==> config.mk <==
export PLATFORM = sky130hd
export DESIGN_NAME = float_split_packer
export DESIGN_NICKNAME = d
export VERILOG_FILES = /design/src/fsp_pkg.sv /design/src/float_split_packer.sv /design/src/fsp_front.sv /design/src/fsp_queue.sv /design/src/fsp_back.sv
export SDC_FILE = /design/constraint.sdc
export NUM_CORES = 1
export LEC_CHECK = 0
export BUFFER_PORTS_ARGS = -buffer_cell sky130_fd_sc_hd__clkbuf_2
export CAP_MARGIN = 0
export CORE_UTILIZATION = 30
export DETAILED_ROUTE_END_ITERATION = 6
export GPL_TIMING_DRIVEN = 0
export PLACE_DENSITY = 0.51
export RECOVER_POWER = 50
export SLEW_MARGIN = 20
export SYNTH_ARGS = -nofsm -noshare
export SYNTH_HDL_FRONTEND = slang
export SYNTH_SLANG_ARGS = --single-unit
==> constraint.sdc <==
create_clock -name clk -period 5.23 [get_ports clk]
set_clock_uncertainty 0.1 [all_clocks]
set_input_delay 0.523 -clock clk [delete_from_list [all_inputs] [get_ports clk]]
set_output_delay 0.523 -clock clk [all_outputs]
set_load 0.02 [all_outputs]
==> src/fsp_pkg.sv <==
// Shared types and constants for the float split packer.
package fsp_pkg;

    localparam int FLOAT_BIAS = 127;
    localparam int FRACTION_W = 23;
    localparam int MANT_OUT_W = 16;
    localparam int CFG_DATA_W = 8;
    localparam int CFG_IDX_W  = 1;

    // Configuration register indexes
    typedef enum logic [CFG_IDX_W-1:0] {
        CFG_EXP_WIDTH = 1'b0,
        CFG_EXP_BIAS  = 1'b1
    } cfg_idx_t;

    localparam logic [3:0] EXP_WIDTH_RESET = 4'd4;
    localparam logic [7:0] EXP_BIAS_RESET  = 8'd7;

    typedef struct packed {
        logic [31:0] float_bits;
        logic        final_item;
    } in_item_t;

    typedef struct packed {
        logic [15:0] mantissa_top;
        logic        mantissa_valid;
        logic [7:0]  sign_byte;
        logic        sign_byte_valid;
        logic [7:0]  exponent_byte;
        logic        exponent_byte_valid;
        logic        run_end;
    } out_item_t;

    // One classified item waiting for the output side
    typedef struct packed {
        logic [15:0] mant;
        logic        sb_valid;
        logic [7:0]  sb;
        logic        eb_valid;
        logic [7:0]  eb;
        logic        eb2_valid;
        logic [7:0]  eb2;
    } entry_t;

endpackage

==> src/float_split_packer.sv <==
// Top level of the float split packer: front end, item queue and back end.
// Splits float32 words into a truncated mantissa, packed sign bytes and an
// LSB-first bit-packed stream of rebiased exponents clamped to
// 0..2^exponent_width-1. One float is taken per clock while float_stall is
// low. Each item yields one result, except a final_item whose exponent flush
// needs a second byte: that one yields two results in turn, the second once
// the first is taken, and so holds the output side for both. An accepted
// item is written into the queue at the accept edge; the back end then loads
// it from the queue head into the output register. The queue of QUEUE_DEPTH
// items lets the front keep taking items while the output is stalled;
// float_stall rises only when that queue is full. Configuration writes
// (index 0: exponent width, saturated to 1..8; index 1: exponent bias) take
// effect at once and belong between streams while the block is idle.
module float_split_packer #(
    parameter int MANTISSA_KEEP = 16,
    parameter int QUEUE_DEPTH   = 4
) (
    input  logic                              clk,
    input  logic                              rst_n,
    input  logic                              float_valid,
    output logic                              float_stall,
    input  fsp_pkg::in_item_t                 float_item,
    output logic                              result_valid,
    input  logic                              result_stall,
    output fsp_pkg::out_item_t                result_item,
    input  logic                              cfg_write,
    input  logic [fsp_pkg::CFG_IDX_W-1:0]     cfg_index,
    input  logic [fsp_pkg::CFG_DATA_W-1:0]    cfg_data
);

    localparam int CntW = $clog2(QUEUE_DEPTH + 1);

    logic             push;
    logic             pop;
    fsp_pkg::entry_t  push_entry;
    fsp_pkg::entry_t  head;
    logic             q_full;
    logic             q_empty;
    logic [CntW-1:0]  q_count;

    assign float_stall = q_full;

    fsp_front #(
        .MANTISSA_KEEP (MANTISSA_KEEP)
    ) u_front (
        .clk         (clk),
        .rst_n       (rst_n),
        .float_valid (float_valid),
        .float_item  (float_item),
        .cfg_write   (cfg_write),
        .cfg_index   (cfg_index),
        .cfg_data    (cfg_data),
        .queue_full  (q_full),
        .push        (push),
        .push_entry  (push_entry)
    );

    fsp_queue #(
        .DEPTH (QUEUE_DEPTH)
    ) u_queue (
        .clk        (clk),
        .rst_n      (rst_n),
        .push       (push),
        .push_entry (push_entry),
        .pop        (pop),
        .head       (head),
        .full       (q_full),
        .empty      (q_empty),
        .count      (q_count)
    );

    fsp_back u_back (
        .clk          (clk),
        .rst_n        (rst_n),
        .head         (head),
        .empty        (q_empty),
        .pop          (pop),
        .result_valid (result_valid),
        .result_stall (result_stall),
        .result_item  (result_item)
    );

    // A taken first result that is not the run end is followed by the
    // second flush result, which carries no mantissa.
    a_second_follows: assert property (@(posedge clk) disable iff (!rst_n)
        result_valid && !result_stall && !result_item.run_end
        |=> result_valid && !result_item.mantissa_valid)
        else $error("flush second result missing");

    // A result without a mantissa is always a run-ending exponent byte.
    a_second_shape: assert property (@(posedge clk) disable iff (!rst_n)
        result_valid && !result_item.mantissa_valid
        |-> result_item.run_end && result_item.exponent_byte_valid
            && !result_item.sign_byte_valid)
        else $error("malformed second result");

    // Queue only stalls the input when every slot is taken.
    a_stall_full: assert property (@(posedge clk) disable iff (!rst_n)
        float_stall |-> q_count == CntW'(QUEUE_DEPTH))
        else $error("input stalled with free queue slots");

    // No pop from an empty queue.
    a_no_underflow: assert property (@(posedge clk) disable iff (!rst_n)
        pop |-> !q_empty)
        else $error("queue underflow");

endmodule

==> src/fsp_front.sv <==
// Front end: config registers, rebias/clamp and sign/exponent bit packing.
module fsp_front #(
    parameter int MANTISSA_KEEP = 16
) (
    input  logic                              clk,
    input  logic                              rst_n,
    input  logic                              float_valid,
    input  fsp_pkg::in_item_t                 float_item,
    input  logic                              cfg_write,
    input  logic [fsp_pkg::CFG_IDX_W-1:0]     cfg_index,
    input  logic [fsp_pkg::CFG_DATA_W-1:0]    cfg_data,
    input  logic                              queue_full,
    output logic                              push,
    output fsp_pkg::entry_t                   push_entry
);

    localparam int MantShift = fsp_pkg::FRACTION_W - MANTISSA_KEEP;

    logic [3:0]  exp_width_reg;
    logic [7:0]  exp_bias_reg;

    logic [7:0]  sign_acc_reg,  sign_acc_next;
    logic [2:0]  sign_cnt_reg,  sign_cnt_next;
    logic [7:0]  exp_acc_reg,   exp_acc_next;
    logic [2:0]  exp_off_reg,   exp_off_next;

    logic [3:0]  width_eff;
    logic [7:0]  emax;
    logic signed [9:0] exp_sum;
    logic [7:0]  exp_red;
    logic [22:0] mant_shifted;
    logic [7:0]  sign_merged;
    logic [15:0] exp_merged;
    logic [3:0]  off_sum;
    logic        exp_fill;
    logic [2:0]  off_after;
    logic [7:0]  acc_after;

    assign push = float_valid && !queue_full;

    // Width saturates to 1..8
    always_comb
    begin
        if (exp_width_reg == 4'd0)
            width_eff = 4'd1;
        else if (exp_width_reg > 4'd8)
            width_eff = 4'd8;
        else
            width_eff = exp_width_reg;
    end

    assign emax    = 8'hFF >> (4'd8 - width_eff);
    assign exp_sum = $signed({2'b00, float_item.float_bits[30:23]})
                   - 10'sd127 + $signed({2'b00, exp_bias_reg});

    always_comb
    begin
        priority if (exp_sum < 10'sd0)
            exp_red = 8'd0;
        else if (exp_sum > $signed({2'b00, emax}))
            exp_red = emax;
        else
            exp_red = exp_sum[7:0];
    end

    assign mant_shifted = float_item.float_bits[22:0] >> MantShift;
    assign sign_merged  = sign_acc_reg | (8'(float_item.float_bits[31]) << sign_cnt_reg);
    assign exp_merged   = {8'd0, exp_acc_reg} | ({8'd0, exp_red} << exp_off_reg);
    assign off_sum      = {1'b0, exp_off_reg} + width_eff;
    assign exp_fill     = off_sum >= 4'd8;
    assign off_after    = off_sum[2:0];
    assign acc_after    = exp_fill ? exp_merged[15:8] : exp_merged[7:0];

    always_comb
    begin
        push_entry      = '0;
        push_entry.mant = (exp_red != 8'd0) ? mant_shifted[15:0] : 16'd0;

        // sign bits
        sign_acc_next = sign_acc_reg;
        sign_cnt_next = sign_cnt_reg;
        if (push)
        begin
            if (sign_cnt_reg == 3'd7 || float_item.final_item)
            begin
                push_entry.sb_valid = 1'b1;
                push_entry.sb       = sign_merged;
                sign_acc_next       = 8'd0;
                sign_cnt_next       = 3'd0;
            end
            else
            begin
                sign_acc_next = sign_merged;
                sign_cnt_next = sign_cnt_reg + 3'd1;
            end
        end

        // exponent stream
        exp_acc_next = exp_acc_reg;
        exp_off_next = exp_off_reg;
        if (exp_fill)
        begin
            push_entry.eb_valid = 1'b1;
            push_entry.eb       = exp_merged[7:0];
        end
        if (push)
        begin
            exp_acc_next = acc_after;
            exp_off_next = off_after;
            if (float_item.final_item && off_after != 3'd0)
            begin
                if (exp_fill)
                begin
                    push_entry.eb2_valid = 1'b1;
                    push_entry.eb2       = acc_after;
                end
                else
                begin
                    push_entry.eb_valid = 1'b1;
                    push_entry.eb       = acc_after;
                end
                exp_acc_next = 8'd0;
                exp_off_next = 3'd0;
            end
        end
    end

    always_ff @(posedge clk or negedge rst_n)
    begin
        if (!rst_n)
        begin
            exp_width_reg <= fsp_pkg::EXP_WIDTH_RESET;
            exp_bias_reg  <= fsp_pkg::EXP_BIAS_RESET;
            sign_acc_reg  <= 8'd0;
            sign_cnt_reg  <= 3'd0;
            exp_acc_reg   <= 8'd0;
            exp_off_reg   <= 3'd0;
        end
        else
        begin
            if (cfg_write)
            begin
                unique case (fsp_pkg::cfg_idx_t'(cfg_index))
                    fsp_pkg::CFG_EXP_WIDTH: exp_width_reg <= cfg_data[3:0];
                    fsp_pkg::CFG_EXP_BIAS:  exp_bias_reg  <= cfg_data;
                    default: ;
                endcase
            end
            sign_acc_reg <= sign_acc_next;
            sign_cnt_reg <= sign_cnt_next;
            exp_acc_reg  <= exp_acc_next;
            exp_off_reg  <= exp_off_next;
        end
    end

endmodule

==> src/fsp_queue.sv <==
// Small FIFO of classified items between the front and back ends.
module fsp_queue #(
    parameter int DEPTH = 4
) (
    input  logic                          clk,
    input  logic                          rst_n,
    input  logic                          push,
    input  fsp_pkg::entry_t               push_entry,
    input  logic                          pop,
    output fsp_pkg::entry_t               head,
    output logic                          full,
    output logic                          empty,
    output logic [$clog2(DEPTH+1)-1:0]    count
);

    localparam int PtrW = (DEPTH > 1) ? $clog2(DEPTH) : 1;
    localparam int CntW = $clog2(DEPTH + 1);

    fsp_pkg::entry_t entries_reg [DEPTH];
    logic [PtrW-1:0] wr_ptr_reg, rd_ptr_reg;
    logic [CntW-1:0] count_reg;

    function automatic logic [PtrW-1:0] ptr_inc(input logic [PtrW-1:0] p);
        logic [PtrW-1:0] r;
        if (p == PtrW'(DEPTH - 1))
            r = '0;
        else
            r = p + PtrW'(1);
        return r;
    endfunction

    assign head  = entries_reg[rd_ptr_reg];
    assign full  = count_reg == CntW'(DEPTH);
    assign empty = count_reg == '0;
    assign count = count_reg;

    always_ff @(posedge clk)
    begin
        if (push)
            entries_reg[wr_ptr_reg] <= push_entry;
    end

    always_ff @(posedge clk or negedge rst_n)
    begin
        if (!rst_n)
        begin
            wr_ptr_reg <= '0;
            rd_ptr_reg <= '0;
            count_reg  <= '0;
        end
        else
        begin
            if (push)
                wr_ptr_reg <= ptr_inc(wr_ptr_reg);
            if (pop)
                rd_ptr_reg <= ptr_inc(rd_ptr_reg);
            unique case ({push, pop})
                2'b10:   count_reg <= count_reg + CntW'(1);
                2'b01:   count_reg <= count_reg - CntW'(1);
                default: ;
            endcase
        end
    end

endmodule

==> src/fsp_back.sv <==
// Back end: turns queued items into one or two results in an output register.
module fsp_back (
    input  logic                 clk,
    input  logic                 rst_n,
    input  fsp_pkg::entry_t      head,
    input  logic                 empty,
    output logic                 pop,
    output logic                 result_valid,
    input  logic                 result_stall,
    output fsp_pkg::out_item_t   result_item
);

    logic                 out_valid_reg, out_valid_next;
    logic                 second_reg,    second_next;
    fsp_pkg::out_item_t   out_data_reg,  out_data_next;
    logic                 load;

    assign load         = !out_valid_reg || !result_stall;
    assign result_valid = out_valid_reg;
    assign result_item  = out_data_reg;

    always_comb
    begin
        pop            = 1'b0;
        second_next    = second_reg;
        out_valid_next = out_valid_reg;
        out_data_next  = out_data_reg;
        if (load)
        begin
            out_valid_next = !empty;
            if (!empty)
            begin
                out_data_next = '0;
                if (!second_reg)
                begin
                    out_data_next.mantissa_top        = head.mant;
                    out_data_next.mantissa_valid      = 1'b1;
                    out_data_next.sign_byte           = head.sb;
                    out_data_next.sign_byte_valid     = head.sb_valid;
                    out_data_next.exponent_byte       = head.eb;
                    out_data_next.exponent_byte_valid = head.eb_valid;
                    out_data_next.run_end             = !head.eb2_valid;
                    if (head.eb2_valid)
                        second_next = 1'b1;
                    else
                        pop = 1'b1;
                end
                else
                begin
                    out_data_next.exponent_byte       = head.eb2;
                    out_data_next.exponent_byte_valid = 1'b1;
                    out_data_next.run_end             = 1'b1;
                    second_next                       = 1'b0;
                    pop                               = 1'b1;
                end
            end
        end
    end

    always_ff @(posedge clk)
    begin
        out_data_reg <= out_data_next;
    end

    always_ff @(posedge clk or negedge rst_n)
    begin
        if (!rst_n)
        begin
            out_valid_reg <= 1'b0;
            second_reg    <= 1'b0;
        end
        else
        begin
            out_valid_reg <= out_valid_next;
            second_reg    <= second_next;
        end
    end

endmodule

==> impl_metrics.toml, run 1 <==
[detailed_routing]
wl_per_cell_um = 17.0
drt_iter0_markers = 305
wl_um = 24300
num_vias = 6588
ant_nets = 0
firstDrtPassIters = 5
drc = 0
viasPerCell = 4.61

[timing]
slew_violations = 176
finalHoldViolCount = 0
post-route-period-util_pct = 94.1
worst_pin_slew_ns = 2.66
period_needed_ns = 4.92
max_slew_margin_pct = -77.5
fmax_ghz = 0.203
finalSetupViolations = 0
setup_tns_ns = 0

[status]
outcome = "finished with violations"
violations = "max-capacitance violations, max-slew violations"

[global_routing]
grt_pass1_wl_um = 38700
grt_pass1_vias = 6813
antenna_found_initial = 0
track_usage_pct = 12.7
grt_start_max_net_pins = 44
grt_overflow = 0

[finish]
design_area_um2 = 13600
final-instance-count-excl-fill = 1428
multi_input_area_um2 = 3950
postLayoutCoreUtil_pct = 36.1
drive_above_1_share_pct = 18.9
fillers = 3695
nets = 976
antennaDiodeCount = 0
largest_reg_flops = 172
seqCellArea_um2 = 7330
area_growth_pct = 18.7

[synthesis]
ys_warn_count = 0
yosys_register_bits = 251
avgSynthCellArea_um2 = 14.6
synth_edf_count = 208
synth_top_cell_by_area = "edfxtp_1"
synth.top_cell.area_share_pct = 54.5
ys_seq_area_share_pct = 63.9
synth_area_leaders = "edfxtp_1, mux4_2, dfrtp_1"
syn_inst = 784
async_flop_share_pct = 17.1
synth.distinct_cells = 70
ys.flop_type = "edfxtp_1"
syn_area_um2 = 11500

[placement]
place.gp.congestion = 0.828
dp_hpwl_um = 15800
dp_cells = 1376
dpl_cell_area_um2 = 12500
numPortBuffers = 77

[critical_path]
rr_worst_depth = 18
crit_path_max_incr_delay_ns = 0.50
path_class = "reg2reg"
critPathMostFrequentCell = "ha_1"
cp-start-kind = "flop"
required_ns = 5.50
worstSetupEndpointType = "flop"
crit_slowest_cell = "mux4_2"
arrival_ns = 5.19
path_max_fanout = 10
cp_cell_sequence = "ha_1, fa_1, a211oi_4, o21bai_1, a21oi_1, xor2_1, inv_1, ha_1, and4_1, o2bb2ai_1, a41oi_2, nand4b_4, buf_8, mux2_2, mux4_2, nor2_2, nor3_1, nor2_1"

[clock_tree]
clk_latency_ns = 0.57
htree_levels = 1
cts_root_buffer = "clkbuf_16"
cts_buffers = 28
cts.sinks = 251
cts_setup_buffers = 0
cts.reportedPaths.clkPinSlew_ns = 0.06
cts_max_path_buffers = 3
cts_tree = "yes"

[floorplan]
start_util_pct = 30.4
fp.dieArea_um2 = 39000
die_h_um = 198
rows = 71
die_x_um = 198
ios = 85
core_area_um2 = 37700

[power_and_ir_drop]
max-vdd-ir-drop_uv = 261
p_leak_uw = 0.00499
p_per_area_nw_per_um2 = 608
total_power_uw = 8280

[job]
drv_cap = 4

[min_path]
worstHoldPathCells = 3
min-delay-path-class = "in2reg"
-- cell usage in the layout (no fill, tap or decap), types with 4 or more instances in the layout --
master,n
nor2_1,61
mux2i_1,14
conb_1,5
ha_1,31
a31oi_1,9
or2_2,4
mux4_2,46
clkbuf_16,28
o21ai_0,18
nand3_1,11
clkbuf_2,37
or3_1,5
a21o_1,6
xor2_1,10
xnor2_1,7
nand2_1,57
a21oi_1,24
dfrtp_1,39
nand2b_1,5
and2_1,49
clkinv_1,4
mux2_2,17
clkbuf_1,73
o21a_1,5
nor2b_1,9
nor3_1,12
edfxtp_1,208
inv_1,28
bufinv_16,9
dfstp_2,4
-- critical path, delay by kind of cell, from the launching register on --
kind / cells / cell delay [ns]
buf+inv: 2 / 0.25
xor+xnor: 1 / 0.31
mux: 2 / 0.88
compound gates: 5 / 0.99
simple gates: 5 / 0.87
flops: 1 / 0.37
fa+ha+maj: 3 / 0.96
-- synth_stat cells (all sizes together) (6+ instances only) --
library cell,n
a21o,6
a21oi,25
a31oi,10
and2,51
buf,6
clkbuf,29
dfrtp,39
edfxtp,208
ha,31
inv,28
mux2,18
mux2i,14
mux4,46
nand2,57
nand3,11
nor2,63
nor2b,9
nor3,13
o21ai,22
xnor2,7
xor2,11
-- report_power, final --
group,leakage [uW],internal (uW),switching (uW)
clock network,0.000531,1460,822
logic,0.00195,1100,1790
registers,0.00250,2940,169
total,0.00499,5500,2780
-- repair_timing --
item | CTS | global route
hold endpoints to repair | 39 | 0
endpoints found under the setup margin | 40 | 113
gates resized for setup | 1 | 7
hold buffers | 1 | 0
-- final timing paths --
path,startpoint,end,slack (ns)
setup reg to reg,u_front.exp_bias_reg[0]$_DFFE_PN1P_,u_queue.entries_reg[0][15]$_DFFE_PP_,0.31
max in group asynchronous,rst_n,u_queue.count[2]$_DFFE_PN0P_,2.26
hold reg to reg,u_queue.count[2]$_DFFE_PN0P_,u_queue.count[2]$_DFFE_PN0P_,0.38
hold / removal,result_stall,u_back.result_valid$_DFFE_PN0P_,0.07
setup / recovery,u_front.exp_bias_reg[0]$_DFFE_PN1P_,u_queue.entries_reg[0][15]$_DFFE_PP_,0.31
min in group asynchronous,rst_n,u_front.exp_width_reg[3]$_DFFE_PN0P_,1.26
-- per-layer routing --
layer / up-vias / global-route usage, % / part of all wire [%]
met5: - / 0 / 0
met4: 0 / 2.87 / 1.6
met3: 34 / 2.44 / 4.4
met2: 128 / 21.0 / 47
met1: 3259 / 17.3 / 47
li1: 3167 / - / -
-- per-stage QoR --
| stage | hold slack (ns) | setup WS (ns) |
|---|---|---|
| 2_1_floorplan | 0.127 | 0.460 |
| 3_3_place_gp | 0.383 | -0.647 |
| 3_5_place_dp | 0.377 | -0.644 |
| 4_1_cts | 0.0336 | 0.0634 |
| 5_1_grt | 0.0555 | -0.0189 |
| 6_report | 0.0651 | 0.307 |
-- logic make-up (layout without fill, tap and decap cells) --
logic type,Yosys count,in the layout,share of synthesized area (%)
AO/OA/AOI/OAI,102,102,6.10
XOR/XNOR,18,18,1.37
adder cells (fa/ha/maj),34,34,3.91
buffers and inverters,64,194,2.26
flip-flops,251,251,63.9
multiplexers,78,78,12.0
other,2,5,0.0655
AND/OR/NAND/NOR,235,235,10.4
-- cell type report --
class	instances	area share, %
tap	511	4.70
clock inverter	19	2.59
clock buffer	33	5.43
inverter	29	0.800
sequential	251	53.8
buffer	34	1.08
multi-input combinational	472	29.0
timing repair buffer	79	2.56
No activity file was read; power rests on OpenSTA's default activity.
==> run 2: changes to the inputs <==
- PLACE_DENSITY: 0.51 -> default
==> run 2 against run 1 <==
The flow still finishes with violations (max-capacitance violations, max-slew violations). Largest power group unchanged. Worst setup slack worse by 0.015 ns. Hold slack better by 0.014 ns. Sequential power hardly changed. Via count rose by 2.0%. Register-to-register slack about the same. Die area is the same.
==> impl_metrics.toml, run 2 (synthesis gave the netlist of run 1 again) <==
[status]
outcome = "finished with violations"
violations = "max-capacitance violations, max-slew violations"

[job]
drv_cap = 4

[detailed_routing]
firstDrtPassIters = 7
wl_per_cell_um = 16.1
viasPerCell = 4.71
ant_nets = 0
drt_iter0_markers = 400
num_vias = 6717
wl_um = 22900
drc = 0

[placement]
numPortBuffers = 77
place.gp.congestion = 0.810
dp_hpwl_um = 15200
dpl_cell_area_um2 = 12500

[timing]
setup_tns_ns = 0
finalHoldViolCount = 0
finalSetupViolations = 0
period_needed_ns = 4.94
fmax_ghz = 0.203
worst_pin_slew_ns = 3.32
slew_violations = 176
rsz0062_at_grt = "false"
max_slew_margin_pct = -122
post-route-period-util_pct = 94.4

[finish]
area_growth_pct = 17.4
design_area_um2 = 13500
largest_reg_flops = 172
layout_commonest_cell = "edfxtp_1"
multi_input_area_um2 = 3930
seqCellArea_um2 = 7330
antennaDiodeCount = 0
nets = 976
drive_above_1_share_pct = 18.7
fillers = 3675
final_cell_mix = "edfxtp_1, clkbuf_1, nor2_1"

[critical_path]
path_max_fanout = 10
crit_path_max_incr_delay_ns = 0.42
critical_path.top_delay_family = "compound AO/OA/AOI/OAI gates"
crit_slowest_cell = "fa_1"
rr_worst_depth = 18
cp.depth = 18
path_buf_inv = 2
required_ns = 5.47
arrival_ns = 5.18
path_class = "reg2reg"
worstSetupEndpointType = "flop"
cp-start-kind = "flop"
cp_cell_sequence = "ha_1, fa_1, a211oi_2, o21bai_1, a21oi_1, xor2_1, inv_1, ha_1, and4_1, o2bb2ai_1, a41oi_2, nand4b_4, buf_8, mux2_2, mux2_2, o21ai_2, a22oi_1, nor2_1"

[clock_tree]
cts_tree = "yes"
cts_buffers = 27
cts_setup_buffers = 0
htree_levels = 1
cts_root_buffer = "clkbuf_16"
cts_max_path_buffers = 3
cts.sinks = 251
clk_latency_ns = 0.56
cts.reportedPaths.clkPinSlew_ns = 0.06

[power_and_ir_drop]
combPwrFrac_pct = 35.8
power_switching_share_pct = 34.1
power.net_switching_uw = 2720
p_seq_share_pct = 38.9
intPower_uw = 5260
clkPwrFrac_pct = 25.3
p_per_area_nw_per_um2 = 593
p_leak_uw = 0.00491
max-vdd-ir-drop_uv = 266

[min_path]
worstHoldPathCells = 3
min-delay-path-class = "in2reg"

[global_routing]
grt_start_max_net_pins = 44
antenna_found_initial = 0
track_usage_pct = 11.9
grt_overflow = 0
grt_pass1_vias = 6806
grt_pass1_wl_um = 36400

[floorplan]
core_area_um2 = 37700
die_x_um = 198
rows = 71
die_h_um = 198
start_util_pct = 30.4
fp.dieArea_um2 = 39000
ios = 85
run 2: cell types whose count changed in the layout (fill, tap and decap cells not counted), sizes merged:
cell,delta
bufinv,-5
clkinv,-4
clkbuf,+3
clkinvlp,+3
buf,+1
inv,+1
run 2: area by class of cell:
type | count | area share (%)
buffer | 35 | 1.12
tap | 511 | 4.75
multi-input combinational | 472 | 29.2
sequential | 251 | 54.4
timing repair buffer | 79 | 2.59
inverter | 29 | 0.809
clock inverter | 14 | 1.53
clock buffer | 36 | 5.57
run 2: metal layers:
layer,up-vias,share of wire [%],global-route usage [%]
met3,45,5.6,2.22
li1,3162,-,-
met1,3341,45,15.9
met4,0,2.6,3.70
met5,-,0,0
met2,169,47,19.6
run 2: power by group through the flow:
stage	Clock, uW	Sequential (uW)	Combinational, uW
after detailed placement	0	3130	2940
after floorplan	0	3290	1920
after global placement	0	3130	2870
final	2020	3110	2860
after CTS	2070	3090	2960
after global routing	2140	3170	3160
run 2: timing repair:
action                     CTS  global route
hold endpoints to repair    39             0
resized for setup            1             7
pin swaps                    0             1
setup endpoints to repair   40            72
gates cloned                 0             0
hold buffers                 1             0
run 2: final timing paths:
check                                                    start  slack, ns                                  end
max in group asynchronous                                rst_n       2.26      u_back.result_valid$_DFFE_PN0P_
min in group asynchronous                                rst_n       1.24  u_front.exp_bias_reg[3]$_DFFE_PN0P_
hold reg to reg                   u_queue.count[2]$_DFFE_PN0P_       0.40         u_queue.count[2]$_DFFE_PN0P_
hold / removal                                    result_stall       0.08      u_back.result_valid$_DFFE_PN0P_
setup / recovery           u_front.exp_bias_reg[0]$_DFFE_PN1P_       0.29  u_queue.entries_reg[0][0]$_DFFE_PP_
setup reg to reg           u_front.exp_bias_reg[0]$_DFFE_PN1P_       0.29  u_queue.entries_reg[0][0]$_DFFE_PP_
run 2: stage by stage:
step	hold WS, ns	setup slack [ns]	utilization, %	std cells	power, uW
floorplan	0.127	0.460	-	787	5210
global placement	0.378	-0.627	33.2	1375	6010
detailed placement	0.382	-0.606	33.3	1376	6070
CTS	0.0518	0.0189	35.9	1427	8120
global route	0.0865	0.0743	35.7	1427	8470
finish	0.0791	0.292	35.7	1427	7990
run 2: worst min-delay path, delay by kind of cell:
| kind | cells | cell delay, ns |
|---|---|---|
| buffers and inverters | 1 | 0.09 |
| and+or+nand+nor | 2 | 0.09 |
